[src/design/rv32_pkg.sv]
`default_nettype none
package rv32_pkg;

  typedef struct packed {
    logic        operation;
    logic [31:0] instruction;
    logic [31:0] load_value;
  } in_item_t;

  typedef struct packed {
    logic [2:0]  status;
    logic [31:0] instruction_address;
    logic [31:0] next_address;
    logic [31:0] mem_address;
    logic [31:0] mem_data;
    logic [2:0]  mem_bytes;
  } out_item_t;

  localparam logic [2:0] ST_RETIRED = 3'd0;
  localparam logic [2:0] ST_LOAD    = 3'd1;
  localparam logic [2:0] ST_STORE   = 3'd2;
  localparam logic [2:0] ST_EBREAK  = 3'd3;
  localparam logic [2:0] ST_UNIMPL  = 3'd4;
  localparam logic [2:0] ST_INVALID = 3'd5;

  localparam logic [6:0] OP_LUI    = 7'h37;
  localparam logic [6:0] OP_AUIPC  = 7'h17;
  localparam logic [6:0] OP_JAL    = 7'h6f;
  localparam logic [6:0] OP_JALR   = 7'h67;
  localparam logic [6:0] OP_BRANCH = 7'h63;
  localparam logic [6:0] OP_LOAD   = 7'h03;
  localparam logic [6:0] OP_STORE  = 7'h23;
  localparam logic [6:0] OP_IMM    = 7'h13;
  localparam logic [6:0] OP_REG    = 7'h33;
  localparam logic [6:0] OP_FENCE  = 7'h0f;
  localparam logic [6:0] OP_SYSTEM = 7'h73;

  localparam logic [31:0] W_ECALL  = 32'h0000_0073;
  localparam logic [31:0] W_EBREAK = 32'h0010_0073;

  localparam logic [6:0] F7_BASE = 7'h00;
  localparam logic [6:0] F7_ALT  = 7'h20;
  localparam logic [6:0] F7_MUL  = 7'h01;

  localparam logic [4:0] REG_A0 = 5'd10;

  // divider request/response
  typedef struct packed {
    logic        start;
    logic        is_signed;
    logic        want_rem;
    logic [31:0] a;
    logic [31:0] b;
  } div_req_t;

  typedef struct packed {
    logic        done;
    logic [31:0] result;
  } div_rsp_t;

endpackage
`default_nettype wire

[src/design/rv32_divider.sv]
`default_nettype none
module rv32_divider (
  input  wire logic              clk,
  input  wire logic              rst_n,
  input  wire rv32_pkg::div_req_t req,
  output rv32_pkg::div_rsp_t      rsp
);

  logic [31:0] quo_r, quo_nxt;
  logic [31:0] rem_r, rem_nxt;
  logic [31:0] div_r, div_nxt;
  logic [5:0]  cnt_r, cnt_nxt;
  logic        busy_r, busy_nxt;
  logic        neg_q_r, neg_q_nxt;
  logic        neg_r_r, neg_r_nxt;
  logic        rem_sel_r, rem_sel_nxt;
  logic        done_r, done_nxt;
  logic [31:0] res_r, res_nxt;
  logic [32:0] trial;
  logic [32:0] shifted;
  logic [31:0] mag_a, mag_b;

  always_comb begin
    mag_a = (req.is_signed && req.a[31]) ? 32'd0 - req.a : req.a;
    mag_b = (req.is_signed && req.b[31]) ? 32'd0 - req.b : req.b;
    shifted = {rem_r, quo_r[31]};
    trial   = shifted - {1'b0, div_r};
    quo_nxt = quo_r; rem_nxt = rem_r; div_nxt = div_r; cnt_nxt = cnt_r;
    busy_nxt = busy_r; neg_q_nxt = neg_q_r; neg_r_nxt = neg_r_r;
    rem_sel_nxt = rem_sel_r; done_nxt = 1'b0; res_nxt = res_r;
    if (req.start) begin
      if (req.b == 32'd0) begin
        done_nxt = 1'b1;
        res_nxt  = req.want_rem ? req.a : 32'hffff_ffff;
      end else if (req.is_signed && req.a == 32'h8000_0000 && req.b == 32'hffff_ffff) begin
        done_nxt = 1'b1;
        res_nxt  = req.want_rem ? 32'd0 : req.a;
      end else begin
        busy_nxt = 1'b1; cnt_nxt = 6'd32; quo_nxt = mag_a; rem_nxt = '0; div_nxt = mag_b;
        neg_q_nxt = req.is_signed && (req.a[31] ^ req.b[31]);
        neg_r_nxt = req.is_signed && req.a[31];
        rem_sel_nxt = req.want_rem;
      end
    end else if (busy_r) begin
      if (cnt_r == 6'd0) begin
        busy_nxt = 1'b0;
        done_nxt = 1'b1;
        if (rem_sel_r) res_nxt = neg_r_r ? 32'd0 - rem_r : rem_r;
        else           res_nxt = neg_q_r ? 32'd0 - quo_r : quo_r;
      end else begin
        cnt_nxt = cnt_r - 6'd1;
        if (!trial[32]) begin
          rem_nxt = trial[31:0];
          quo_nxt = {quo_r[30:0], 1'b1};
        end else begin
          rem_nxt = shifted[31:0];
          quo_nxt = {quo_r[30:0], 1'b0};
        end
      end
    end
  end

  always_ff @(posedge clk) begin
    if (!rst_n) begin
      busy_r <= 1'b0;
      done_r <= 1'b0;
      cnt_r  <= '0;
    end else begin
      busy_r <= busy_nxt;
      done_r <= done_nxt;
      cnt_r  <= cnt_nxt;
    end
    quo_r <= quo_nxt; rem_r <= rem_nxt; div_r <= div_nxt;
    neg_q_r <= neg_q_nxt; neg_r_r <= neg_r_nxt; rem_sel_r <= rem_sel_nxt;
    res_r <= res_nxt;
  end

  assign rsp.done   = done_r;
  assign rsp.result = res_r;

endmodule
`default_nettype wire
[config.mk]
export PLATFORM = sky130hd
export DESIGN_NAME = rv32_divider
export DESIGN_NICKNAME = d
export VERILOG_FILES = /design/src/design/rv32_pkg.sv /design/src/design/rv32_divider.sv
export SDC_FILE = /design/constraint.sdc
export NUM_CORES = 1
export LEC_CHECK = 0
export ABC_AREA = 1
export BUFFER_PORTS_ARGS = -buffer_cell sky130_fd_sc_hd__buf_2
export CORE_UTILIZATION = 55
export CTS_BUF_LIST = sky130_fd_sc_hd__clkbuf_2 sky130_fd_sc_hd__clkbuf_4 sky130_fd_sc_hd__clkbuf_8
export DETAILED_ROUTE_END_ITERATION = 16
export PLACE_DENSITY_LB_ADDON = 0.05
export SLEW_MARGIN = 10
export SYNTH_ARGS = -nofsm -noshare
export SYNTH_HDL_FRONTEND = slang
export SYNTH_SLANG_ARGS = --single-unit
[constraint.sdc]
create_clock -name clk -period 2.9 [get_ports clk]
set_input_delay 0.87 -clock clk [delete_from_list [all_inputs] [get_ports clk]]
set_output_delay 0.87 -clock clk [all_outputs]
set_load 0.01 [all_outputs]
==> results by group <==
Die
  – Die width: 154 um
  – Die Area: 23,800 um^2
  – Starting Density: 0.562
  – FP Rows: 55
  – Core area: 22,700 um^2
  – Chip height: 154 um
  – I/O pins: 102

Power
  – Net Sw Power: 0.00356 W
  – IR drop worst, VDD: 284 uV
  – Int Pwr: 0.00466 W
  – Switching part of the total: 0.433
  – Clock share of power: 0.212
  – Pwr dens: 580 nW/um^2
  – Combinational fraction of design power: 0.445
  – Sequential share of power: 0.343
  – Leakage: 7.06 nW

STA
  – Fmax: 369 MHz
  – Least-Margin Pin Slew: 0.556 ns
  – Max Clock Skew: 0.0215 ns
  – Setup Viol. Count Final: 0
  – Tcrit/Tclk final: 0.933
  – Hold Fails Final Rpt: 0
  – Tmin final: 2.71 ns
  – RSZ-0062 raised after global routing: no
  – Slew HR: 0.629
  – Max-slew violation count: 0
  – Fin Setup TNS: 0 ns

Global routing
  – GRT Resource Usage Total: 0.325
  – Vias in the first global route: 11,847
  – Largest net degree at the start of global routing: 103
  – First-pass GRT wire length: 60.7 mm
  – Initial antenna violation count: 1
  – Gr ovfl total: 0

Clock network
  – Max Buffers Root-to-Sink: 2
  – Resize count post-CTS: 0
  – Setup Fix Bufs, Post-CTS: 0
  – CTS Buf Count: 17
  – Root buffer cell: clkbuf_8
  – Sinks on Clock Net: 139
  – Worst-Skew Late Latency: 0.46 ns
  – Hold_buf cts: 0
  – Max H-tree Level: 4
  – TritonCTS clock tree: yes
  – Reg clk slew, reported paths: 0.09 ns

Setup path
  – Reg-to-reg setup timing slack: 0.19 ns
  – Worst Path Required: 3.12 ns
  – Worst-path maximum fanout: 17
  – Endpoint class of the critical path: register
  – Crit Path Class: register to register
  – R2r endpoint: rem_r[0]$_SDFFCE_PP0P_
  – Worst reg-to-reg path cell count: 15
  – CP Launch Type: register
  – Crit path DAT: 2.92 ns
  – RR Startpoint: quo_r[31]$_DFFE_PP_

Min path
  – Worst min-delay path endpoint: busy_r$_SDFFE_PN0P_
  – Min-Delay Path Depth: 2
  – Hold Crit Start: busy_r$_SDFFE_PN0P_
  – Worst hold path class: register to register

Yosys
  – Share of the synthesized area in the top cell type: 0.308
  – Net Count, Synth: 2,084
  – Seq/Total Area, Yosys: 0.321
  – Yosys reg bits: 139
  – Async set or reset register ratio after synthesis: 0
  – Netlist cell types: 50
  – Gate Count Post-Synth: 1,975
  – Ranking of synthesized cells by area: edfxtp_1, nand2_1, inv_1
  – Area of the mapped netlist: 12,800 um^2
  – Synth Warn #: 0
  – Syn avg cell area: 6.46 um^2
  – Post-synth top area cell: edfxtp_1
  – Number of synthesized flops with an enable pin: 131
  – Top_reg_cell synth: edfxtp_1

Place
  – HPWL Detailed: 30.7 mm
  – Routability cong.: 0.914
  – Placed insts: 2,352
  – Number of I/O port buffers: 101

Cells and area
  – Final cell count without fillers: 2,385
  – Fill count: 2,239
  – Area delta synth->final: 11.0%
  – Layout cells sized above 1: 0.116
  – Final #Nets: 2,195

Routing
  – Final ANT Viol Nets: 0
  – Vias per cell: 5.48
  – 1st-iter DRT viols: 1,323
  – Vias: 13,077
  – Routed WL: 38.1 mm
  – Detailed-route wire length per cell: 16.0 um
  – DRC violations left: 0
  – TritonRoute pass-1 iters: 6

Run status
  – Status: finished clean

Flow run
  – Max-cap viol count: 0
[critical path: stages (launching register included)]
cell      delay (ns)
edfxtp_1        0.35
inv_1           0.09
ha_1            0.27
fa_1            0.44
inv_1           0.11
nand2_1         0.06
nand2_1         0.08
nand3_1         0.09
nand2_2         0.12
nand2_2         0.08
nand2_4         0.08
nand2_4         0.08
nand3_4         0.18
nand2_4         0.20
nor2_1          0.17
nor2_1          0.06
[layer usage]
metal,wire length (um),GRT usage,share of wire,up-vias
li1,-,-,-,6591
met1,17000,0.457,0.45,5947
met2,17300,0.527,0.45,484
met3,2970,0.0443,0.078,55
met4,807,0.0863,0.021,0
met5,0,0,0,-
[cell usage after synthesis, types with 5 or more instances]
master	count
xor2_1	51
nor2_1	222
ha_1	39
dfxtp_1	8
nand4_1	29
or2_2	5
xnor2_1	12
o21ai_1	13
a31oi_1	5
inv_1	289
edfxtp_1	131
a21oi_1	80
buf_2	8
nand3_1	188
buf_1	5
o211ai_1	13
nand2_2	12
nand3b_1	5
clkbuf_1	33
o21ai_0	132
nand2_1	594
nor2_2	27
nand2_4	6
nor3_1	17
[registers in the layout, indices dropped and copies added (netlist names)]
| name | count |
|---|---|
| div_r | 32 |
| quo_r | 32 |
| rem_r | 32 |
| res_r | 32 |
| cnt_r | 6 |
| busy_r | 1 |
| done_r | 1 |
| neg_q_r | 1 |
| neg_r_r | 1 |
| rem_sel_r | 1 |
[worst max path at each step]
stage,start,to,slack [ns],depth (start not counted)
2_1_floorplan,req[0],div_r[0]$_DFFE_PP_,0.19,9
3_3_place_gp,req[1],res_r[31]$_DFFE_PP_,0.09,12
3_5_place_dp,req[1],res_r[25]$_DFFE_PP_,0.04,12
4_1_cts,quo_r[31]$_DFFE_PP_,rem_r[0]$_SDFFCE_PP0P_,0.21,15
5_1_grt,quo_r[31]$_DFFE_PP_,rem_r[0]$_SDFFCE_PP0P_,0.01,15
6_report,quo_r[31]$_DFFE_PP_,rem_r[0]$_SDFFCE_PP0P_,0.19,15
[power groups by stage]
stage          combinational [W]  clock, W  sequential, W
2_1_floorplan            0.00271         0        0.00276
3_3_place_gp             0.00356         0        0.00285
3_5_place_dp             0.00361         0        0.00286
4_1_cts                  0.00363   0.00175        0.00281
5_1_grt                  0.00413   0.00184        0.00284
6_report                 0.00366   0.00174        0.00282
[cell usage in the layout (no fill, tap or decap), types with 39 or more instances in the layout]
master | Yosys | final
a21oi_1 | 80 | 80
buf_2 | 8 | 101
buf_4 | 2 | 40
edfxtp_1 | 131 | 131
ha_1 | 39 | 39
inv_1 | 289 | 288
nand2_1 | 594 | 594
nand3_1 | 188 | 188
nor2_1 | 222 | 222
o21ai_0 | 132 | 132
xor2_1 | 51 | 51
[cell families (layout without fill, tap and decap cells)]
group                    Yosys count  after routing  share of synthesized area
XOR/XNOR                          63             63                     0.0432
adder cells (fa/ha/maj)           43             43                     0.0422
AND/OR/NAND/NOR                 1119           1119                      0.376
buffers and inverters            351            475                      0.109
AO/OA/AOI/OAI                    260            260                      0.109
flip-flops                       139            139                      0.321
other                              0              1                          0
[cell type report]
class	instances	area (um^2)	area share
multi-input cells	1485	7280	0.514
flip-flops and latches	139	4090	0.289
inverters	298	1120	0.0793
repair buffers	145	886	0.0625
well taps	285	357	0.0252
clock buffers	18	241	0.0170
clock inverters	14	179	0.0126
diodes	1	2.50	0.000177
[through the flow]
step	area [um^2]	utilization	power (W)	worst slack (ns)	hold WS, ns
after floorplan	12800	-	0.00547	0.193	0.459
after global placement	13700	0.605	0.00641	0.0946	0.485
after detailed placement	13700	0.605	0.00647	0.0405	0.488
after CTS	14200	0.624	0.00819	0.214	0.507
after global routing	14200	0.624	0.00882	0.0114	0.549
final	14200	0.624	0.00822	0.193	0.507
No activity file was read; power rests on OpenSTA's default activity.
