[config.mk]
export PLATFORM = sky130hd
export DESIGN_NAME = rv32_regfile
export DESIGN_NICKNAME = d
export VERILOG_FILES = /design/src/design/rv32_regfile.sv
export SDC_FILE = /design/constraint.sdc
export NUM_CORES = 1
export LEC_CHECK = 0
export BUFFER_PORTS_ARGS = -buffer_cell sky130_fd_sc_hd__buf_4
export CAP_MARGIN = 15
export CORE_ASPECT_RATIO = 0.75
export CORE_UTILIZATION = 50
export DETAILED_ROUTE_END_ITERATION = 7
export GPL_ROUTABILITY_DRIVEN = 0
export MAX_ROUTING_LAYER = met4
export PLACE_DENSITY = 0.71
export SLEW_MARGIN = 30
export SYNTH_ARGS = -nofsm -noshare
export SYNTH_HDL_FRONTEND = slang
export SYNTH_SLANG_ARGS = --single-unit
[constraint.sdc]
create_clock -name clk -period 3.09 [get_ports clk]
set_clock_uncertainty 0.1 [all_clocks]
set_input_delay 0.618 -clock clk [delete_from_list [all_inputs] [get_ports clk]]
set_output_delay 0.618 -clock clk [all_outputs]
set_load 0.05 [all_outputs]
[src/design/rv32_regfile.sv]
`default_nettype none
module rv32_regfile (
  input  wire logic        clk,
  input  wire logic        rst_n,
  input  wire logic [4:0]  rd_addr_a,
  input  wire logic [4:0]  rd_addr_b,
  output logic      [31:0] rd_data_a,
  output logic      [31:0] rd_data_b,
  input  wire logic        wr_en,
  input  wire logic [4:0]  wr_addr,
  input  wire logic [31:0] wr_data
);

  logic [31:0] mem_a [32];
  logic [31:0] mem_b [32];
  logic [31:0] valid_r;
  logic [31:0] raw_a_r;
  logic [31:0] raw_b_r;
  logic        ok_a_r;
  logic        ok_b_r;

  // two copies give two read ports; valid bits emulate the zero reset
  always_ff @(posedge clk) begin
    if (wr_en) begin
      mem_a[wr_addr] <= wr_data;
      mem_b[wr_addr] <= wr_data;
    end
    raw_a_r <= mem_a[rd_addr_a];
    raw_b_r <= mem_b[rd_addr_b];
  end

  always_ff @(posedge clk) begin
    if (!rst_n) begin
      valid_r <= '0;
      ok_a_r  <= 1'b0;
      ok_b_r  <= 1'b0;
    end else begin
      if (wr_en && wr_addr != 5'd0) valid_r[wr_addr] <= 1'b1;
      ok_a_r <= valid_r[rd_addr_a] && rd_addr_a != 5'd0;
      ok_b_r <= valid_r[rd_addr_b] && rd_addr_b != 5'd0;
    end
  end

  assign rd_data_a = ok_a_r ? raw_a_r : '0;
  assign rd_data_b = ok_b_r ? raw_b_r : '0;

endmodule
`default_nettype wire

==> results of run 1 <==
-- layer usage --
metal	share of wire (%)	global-route usage (%)	vias to the layer above
met5	0	-	-
met4	4.1	11.6	0
met3	13	8.27	414
met2	45	44.8	2227
met1	37	41.2	15200
li1	-	-	11300
-- state kept, by name (all words and copies together) (netlist names) --
| name | cells |
|---|---|
| mem_b | 992 |
| mem_a | 32 |
| raw_a_r | 32 |
| raw_b_r | 32 |
| valid_r | 31 |
| ok_a_r | 1 |
| ok_b_r | 1 |
-- kinds of logic after synthesis --
logic type | share of synthesized area [%]
AO/OA/AOI/OAI | 6.41
buffers and inverters | 2.52
flip-flops | 65.9
multiplexers | 23.5
AND/OR/NAND/NOR | 1.76
-- power by group through the flow --
| stage | sequential, W | clock (W) | combinational (W) |
|---|---|---|---|
| after detailed placement | 0.0173 | 0 | 0.00273 |
| final | 0.0170 | 0.0132 | 0.00276 |
| after global routing | 0.0170 | 0.0138 | 0.00286 |
| after CTS | 0.0170 | 0.0133 | 0.00273 |
| after floorplan | 0.0172 | 0 | 0.00174 |
| after global placement | 0.0173 | 0 | 0.00268 |
-- critical path, stage by stage, from the launching register on --
cell	delay (ps)
dfxtp_2	670
buf_12	240
and2_1	160
buf_4	190
-- area by class of cell --
cell class                      instances  area (µm²)  share of cell area [%]
Sequential cell                      1121       32700                    57.8
Multi-Input combinational cell       1189       16000                    28.3
Clock buffer                          143        2940                    5.20
Timing Repair Buffer                  261        2700                    4.78
Tap cell                             1313        1640                    2.91
Clock inverter                         52         534                   0.945
Antenna cell                            5        12.5                  0.0221
-- synth_stat cells --
| library cell | count |
|---|---|
| o22ai_2 | 1 |
| o21ai_1 | 1 |
| nand2_4 | 1 |
| nand3b_1 | 9 |
| o21a_1 | 31 |
| or3b_2 | 2 |
| a2111oi_2 | 1 |
| nor2b_1 | 12 |
| nor2_1 | 37 |
| nand3_1 | 7 |
| dfxtp_1 | 97 |
| nor4b_1 | 2 |
| mux4_2 | 452 |
| mux2_2 | 3 |
| buf_6 | 35 |
| o21ai_0 | 1 |
| a22oi_1 | 66 |
| a211oi_1 | 106 |
| nand2b_1 | 3 |
| clkbuf_1 | 64 |
| a211oi_2 | 25 |
| clkbuf_4 | 4 |
| o22ai_1 | 191 |
| a221o_1 | 1 |
| or3_1 | 3 |
| a2111oi_0 | 2 |
| a31oi_1 | 2 |
| buf_8 | 2 |
| buf_2 | 77 |
| mux2i_1 | 143 |
| buf_4 | 21 |
| nand4b_1 | 1 |
| o211ai_1 | 1 |
| nand2_1 | 9 |
| buf_1 | 3 |
| nand2_2 | 1 |
| o311ai_1 | 1 |
| a311oi_1 | 2 |
| edfxtp_1 | 1024 |
| a221oi_1 | 2 |
| nor3_1 | 1 |
| a311o_1 | 2 |
| nor3b_1 | 1 |
| and2_1 | 66 |
-- stage by stage --
step / total power, W / cells / setup TNS (ps) / util [%] / setup slack (ps)
after global placement: 0.0200 / 3884 / 0 / 54.2 / 371
final: 0.0329 / 4084 / 0 / 57.8 / 350
after detailed placement: 0.0200 / 3884 / 0 / 54.2 / 296
after global routing: 0.0337 / 4083 / 0 / 57.8 / 296
after floorplan: 0.0190 / 2516 / -22840 / - / -95.2
after CTS: 0.0330 / 4079 / 0 / 57.7 / 313
-- worst paths after layout --
| path | slack, ps | endpoint |
|---|---|---|
| min reg2reg | 390 | valid_r[14] |
| max reg2reg | 1420 | raw_a_r[12] |
| max | 350 | rd_data_a[30] |
| min | 200 | mem_b[12][5] |
==> impl_metrics.tcl, run 1 <==
set metrics [dict create \
    fill_cells 7095 \
    max-vdd-ir-drop_mv 0.512 \
    drive_gt1_share_pct 34.6 \
    cts_made_buffers 103 \
    final_nets 2726 \
    post_cts_resized 0 \
    post_cts_buffers 0 \
    crit_start "ok_a_r" \
    final_cell_mix "edfxtp_1, mux4_2, buf_4, o22ai_1, mux2i_1" \
    die-area_um2 101000 \
    cts_tree "yes" \
    finalSetupViolCount 0 \
    avgRoutedWirePerCell_um 36.5 \
    port_buffers 113 \
    max_cap_violations 0 \
    path_max_fanout 18 \
    syn_avg_cell_area_um2 19.7 \
    rsz0062_at_grt "no" \
    totalWireLength_mm 149 \
    drt_iter0_drc 4683 \
    die_h_um 275 \
    grt_overflow 0 \
    start_util_pct 50.7 \
    fin_crit_sh_pct 88.7 \
    vias 29100 \
    clk_path_buf_depth 3 \
    placed_cell_area_um2 53000 \
    grt_start_max_net_pins 51 \
    startpoint_type "register" \
    rows 99 \
    syn_inst 2516 \
    fin_hold_ws_ps 197 \
    power_frac_comb_pct 8.4 \
    firstDrtPassIters 5 \
    hp-class "in2reg" \
    pwr_density_cell_nw_per_um2 583 \
    track_usage_pct 30.6 \
    synthToLayoutAreaGrowth_pct 13.9 \
    endpoint_kind "output port" \
    core_area_um2 97900 \
    finalHoldViolCount 0 \
    rr_worst_depth 3 \
    crit_required_ps 2370 \
    p_sw_w 0.00750 \
    syn_area_um2 49600 \
    p_int_w 0.0254 \
    arrival_ps 2020 \
    clock_latency_ps 720 \
    grt_pass1_wl_mm 211 \
    clockRootBuffer "clkbuf_16" \
    htree_num_levels 3 \
    max_freq_mhz 365 \
    swShare_pct 22.8 \
    worstSetupPathType "reg2out" \
    r2r-start "mem_b[18][12]" \
    first_global_vias 29500 \
    antenna_found_initial 4 \
    synth_top_area_share_pct 61.9 \
    seqPwrFrac_pct 51.6 \
    leakage_nw 18.1 \
    yosys_warnings 0 \
    slew_headroom_pct 42.8 \
    layout_commonest_cell "edfxtp_1" \
    vias_per_cell 7.13 \
    synth_area_leaders "edfxtp_1, mux4_2, dfxtp_1" \
    yosysSeqAreaShare_pct 65.9 \
    hpwl_mm 85.6 \
    cts_hold_buf 0 \
    ioPinCount 114 \
    worst_slew_pin_slew_ps 858 \
    yosys_register_bits 1121 \
    hold_start "wr_data[5]" \
    clkPwrFrac_pct 40.0 \
    synth_top_area_cell "edfxtp_1" \
    design_area_um2 56500 \
    syn_nets 2566 \
    drc 0 \
    finalMaxSlewViolations 0 \
    die_x_um 366 \
    status "finished clean" \
    holdPathStages 1 \
    path_clk_slew_ps 70 \
    synth_cell_types 44 \
    post-route-min-period_ps 2740 \
    drtAntennaViolNets 0 \
    clock-sinks 1121 \
]
(Power assumes the default switching activity.)
==> inputs of run 2 (changes only) <==
- PLACE_DENSITY: 0.71 -> 0.68
- clock period: 3.09 -> 2.72 ns (I/O delays scaled with it)
==> impl_metrics.tcl, run 2 (same netlist as run 1, synthesis figures left out) <==
set metrics [dict create \
    status "finished clean" \
    finalMaxSlewViolations 0 \
    placed_cell_area_um2 53700 \
    final_cell_mix "edfxtp_1, mux4_2, buf_4, o22ai_1, mux2i_1" \
    vias_per_cell 7.08 \
    top_register "mem_b" \
    path_clk_slew_ps 60 \
    leakage_nw 18.7 \
    post-route-min-period_ps 2600 \
    fin_setup_tns_ps 0 \
    finalHoldViolCount 0 \
    antenna_found_initial 3 \
    grt_start_max_net_pins 51 \
    use_met1_pct 43.4 \
    r2r_end "raw_a_r[27]" \
    worstHoldEndpoint "mem_b[16][5]" \
    cts_made_buffers 107 \
    synthToLayoutAreaGrowth_pct 16.0 \
    first_global_vias 29600 \
    grtUsageMet3_pct 7.08 \
    arrival_ps 1950 \
    rr_worst_depth 3 \
    max_freq_mhz 385 \
    design_area_um2 57600 \
    max-vdd-ir-drop_mv 0.539 \
    startpoint_type "register" \
    finalSetupViolCount 0 \
    clockRootBuffer "clkbuf_16" \
    hpwl_mm 88.6 \
    firstDrtPassIters 5 \
    crit_required_ps 2080 \
    worstSetupPathType "reg2out" \
    r2r-start "mem_b[19][27]" \
    fin_crit_sh_pct 95.5 \
    ioPinCount 114 \
    endpoint_kind "output port" \
    avgRoutedWirePerCell_um 36.2 \
    clock-sinks 1121 \
    grt_pass1_wl_mm 213 \
    htree_num_levels 3 \
    start_util_pct 50.7 \
    vias 29400 \
    met2_usage_pct 45.2 \
    post_cts_buffers 0 \
    crit_chain "buf_12 > and2_1 > buf_4" \
    slew_headroom_pct 54.5 \
    final_util_pct 58.8 \
    grt_overflow 0 \
    r2r_slack_ps 950 \
    rsz0062_at_grt "no" \
    drt_iter0_drc 4272 \
    path_max_fanout 18 \
    die-area_um2 101000 \
    track_usage_pct 31.0 \
    holdPathStages 1 \
    die_x_um 366 \
    worst_slew_pin_slew_ps 679 \
    crit_path_top_delay_cell "dfxtp_4" \
    totalWireLength_mm 151 \
    cts_tree "yes" \
    max_stage_delay_ps 580 \
    clk_path_buf_depth 3 \
    rows 99 \
    clock_latency_ps 730 \
    die_h_um 275 \
    hold_start "wr_data[5]" \
    core_area_um2 97900 \
    final_nets 2799 \
    top_usage_layer "met2" \
    max_cap_violations 0 \
    port_buffers 113 \
    layout_commonest_cell "edfxtp_1" \
    pwr_density_cell_nw_per_um2 673 \
    drc 0 \
    drtAntennaViolNets 0 \
    hp-class "in2reg" \
    drive_gt1_share_pct 36.5 \
    largest_reg_flops 992 \
]
[run 2: final cells by class]
cell class                      count  area [µm²]
Fill cell                        7067       40300
Sequential cell                  1121       32700
Multi-Input combinational cell   1189       16000
Timing Repair Buffer              330        3400
Clock buffer                      142        2990
Tap cell                         1313        1640
Clock inverter                     60         855
Antenna cell                        3        7.51
[run 2: what timing repair did]
action / 4_1_cts / 5_1_grt
hold buffers: 0 / 0
setup endpoints to repair: 33 / 0
resized for setup: 2 / 0
[run 2: layer usage]
layer | vias to the layer above | wire length (µm)
met5 | - | 0
met4 | 0 | 5530
met3 | 376 | 18300
met2 | 2059 | 68000
met1 | 15600 | 58700
li1 | 11400 | -
[run 2: report_power, final]
part	internal, W	switching, W	total, W
clock network	0.00957	0.00668	0.0163
registers	0.0191	0.000169	0.0193
logic	0.00134	0.00189	0.00323
total	0.0300	0.00874	0.0388
[run 2: critical path, delay by kind of cell (launching register included)]
family	cells	cell delay (ps)
buffers and inverters	2	450
AND/OR/NAND/NOR	1	180
flip-flops	1	580
[run 2: how the worst max path moves through the flow]
| stage | from | endpoint | slack (ps) | cells past startpoint |
|---|---|---|---|---|
| 2_1_floorplan | wr_addr[0] | mem_b[24][0] | -390 | 3 |
| 3_3_place_gp | rd_addr_b[0] | raw_b_r[31] | 50 | 5 |
| 3_5_place_dp | rd_addr_b[0] | raw_b_r[31] | 40 | 5 |
| 4_1_cts | ok_a_r | rd_data_a[27] | 110 | 3 |
| 5_1_grt | ok_a_r | rd_data_a[30] | 60 | 3 |
| 6_report | ok_a_r | rd_data_a[27] | 120 | 3 |
[run 2: stage by stage]
| step | worst slack, ps | power (W) | hold WS [ps] | instances |
|---|---|---|---|---|
| floorplan | -391 | 0.0215 | 347 | 2516 |
| global placement | 53.6 | 0.0228 | 361 | 3953 |
| detailed placement | 40.9 | 0.0228 | 374 | 3953 |
| CTS | 107 | 0.0389 | 86.7 | 4155 |
| global route | 62.8 | 0.0397 | 109 | 4157 |
| finish | 121 | 0.0388 | 125 | 4158 |
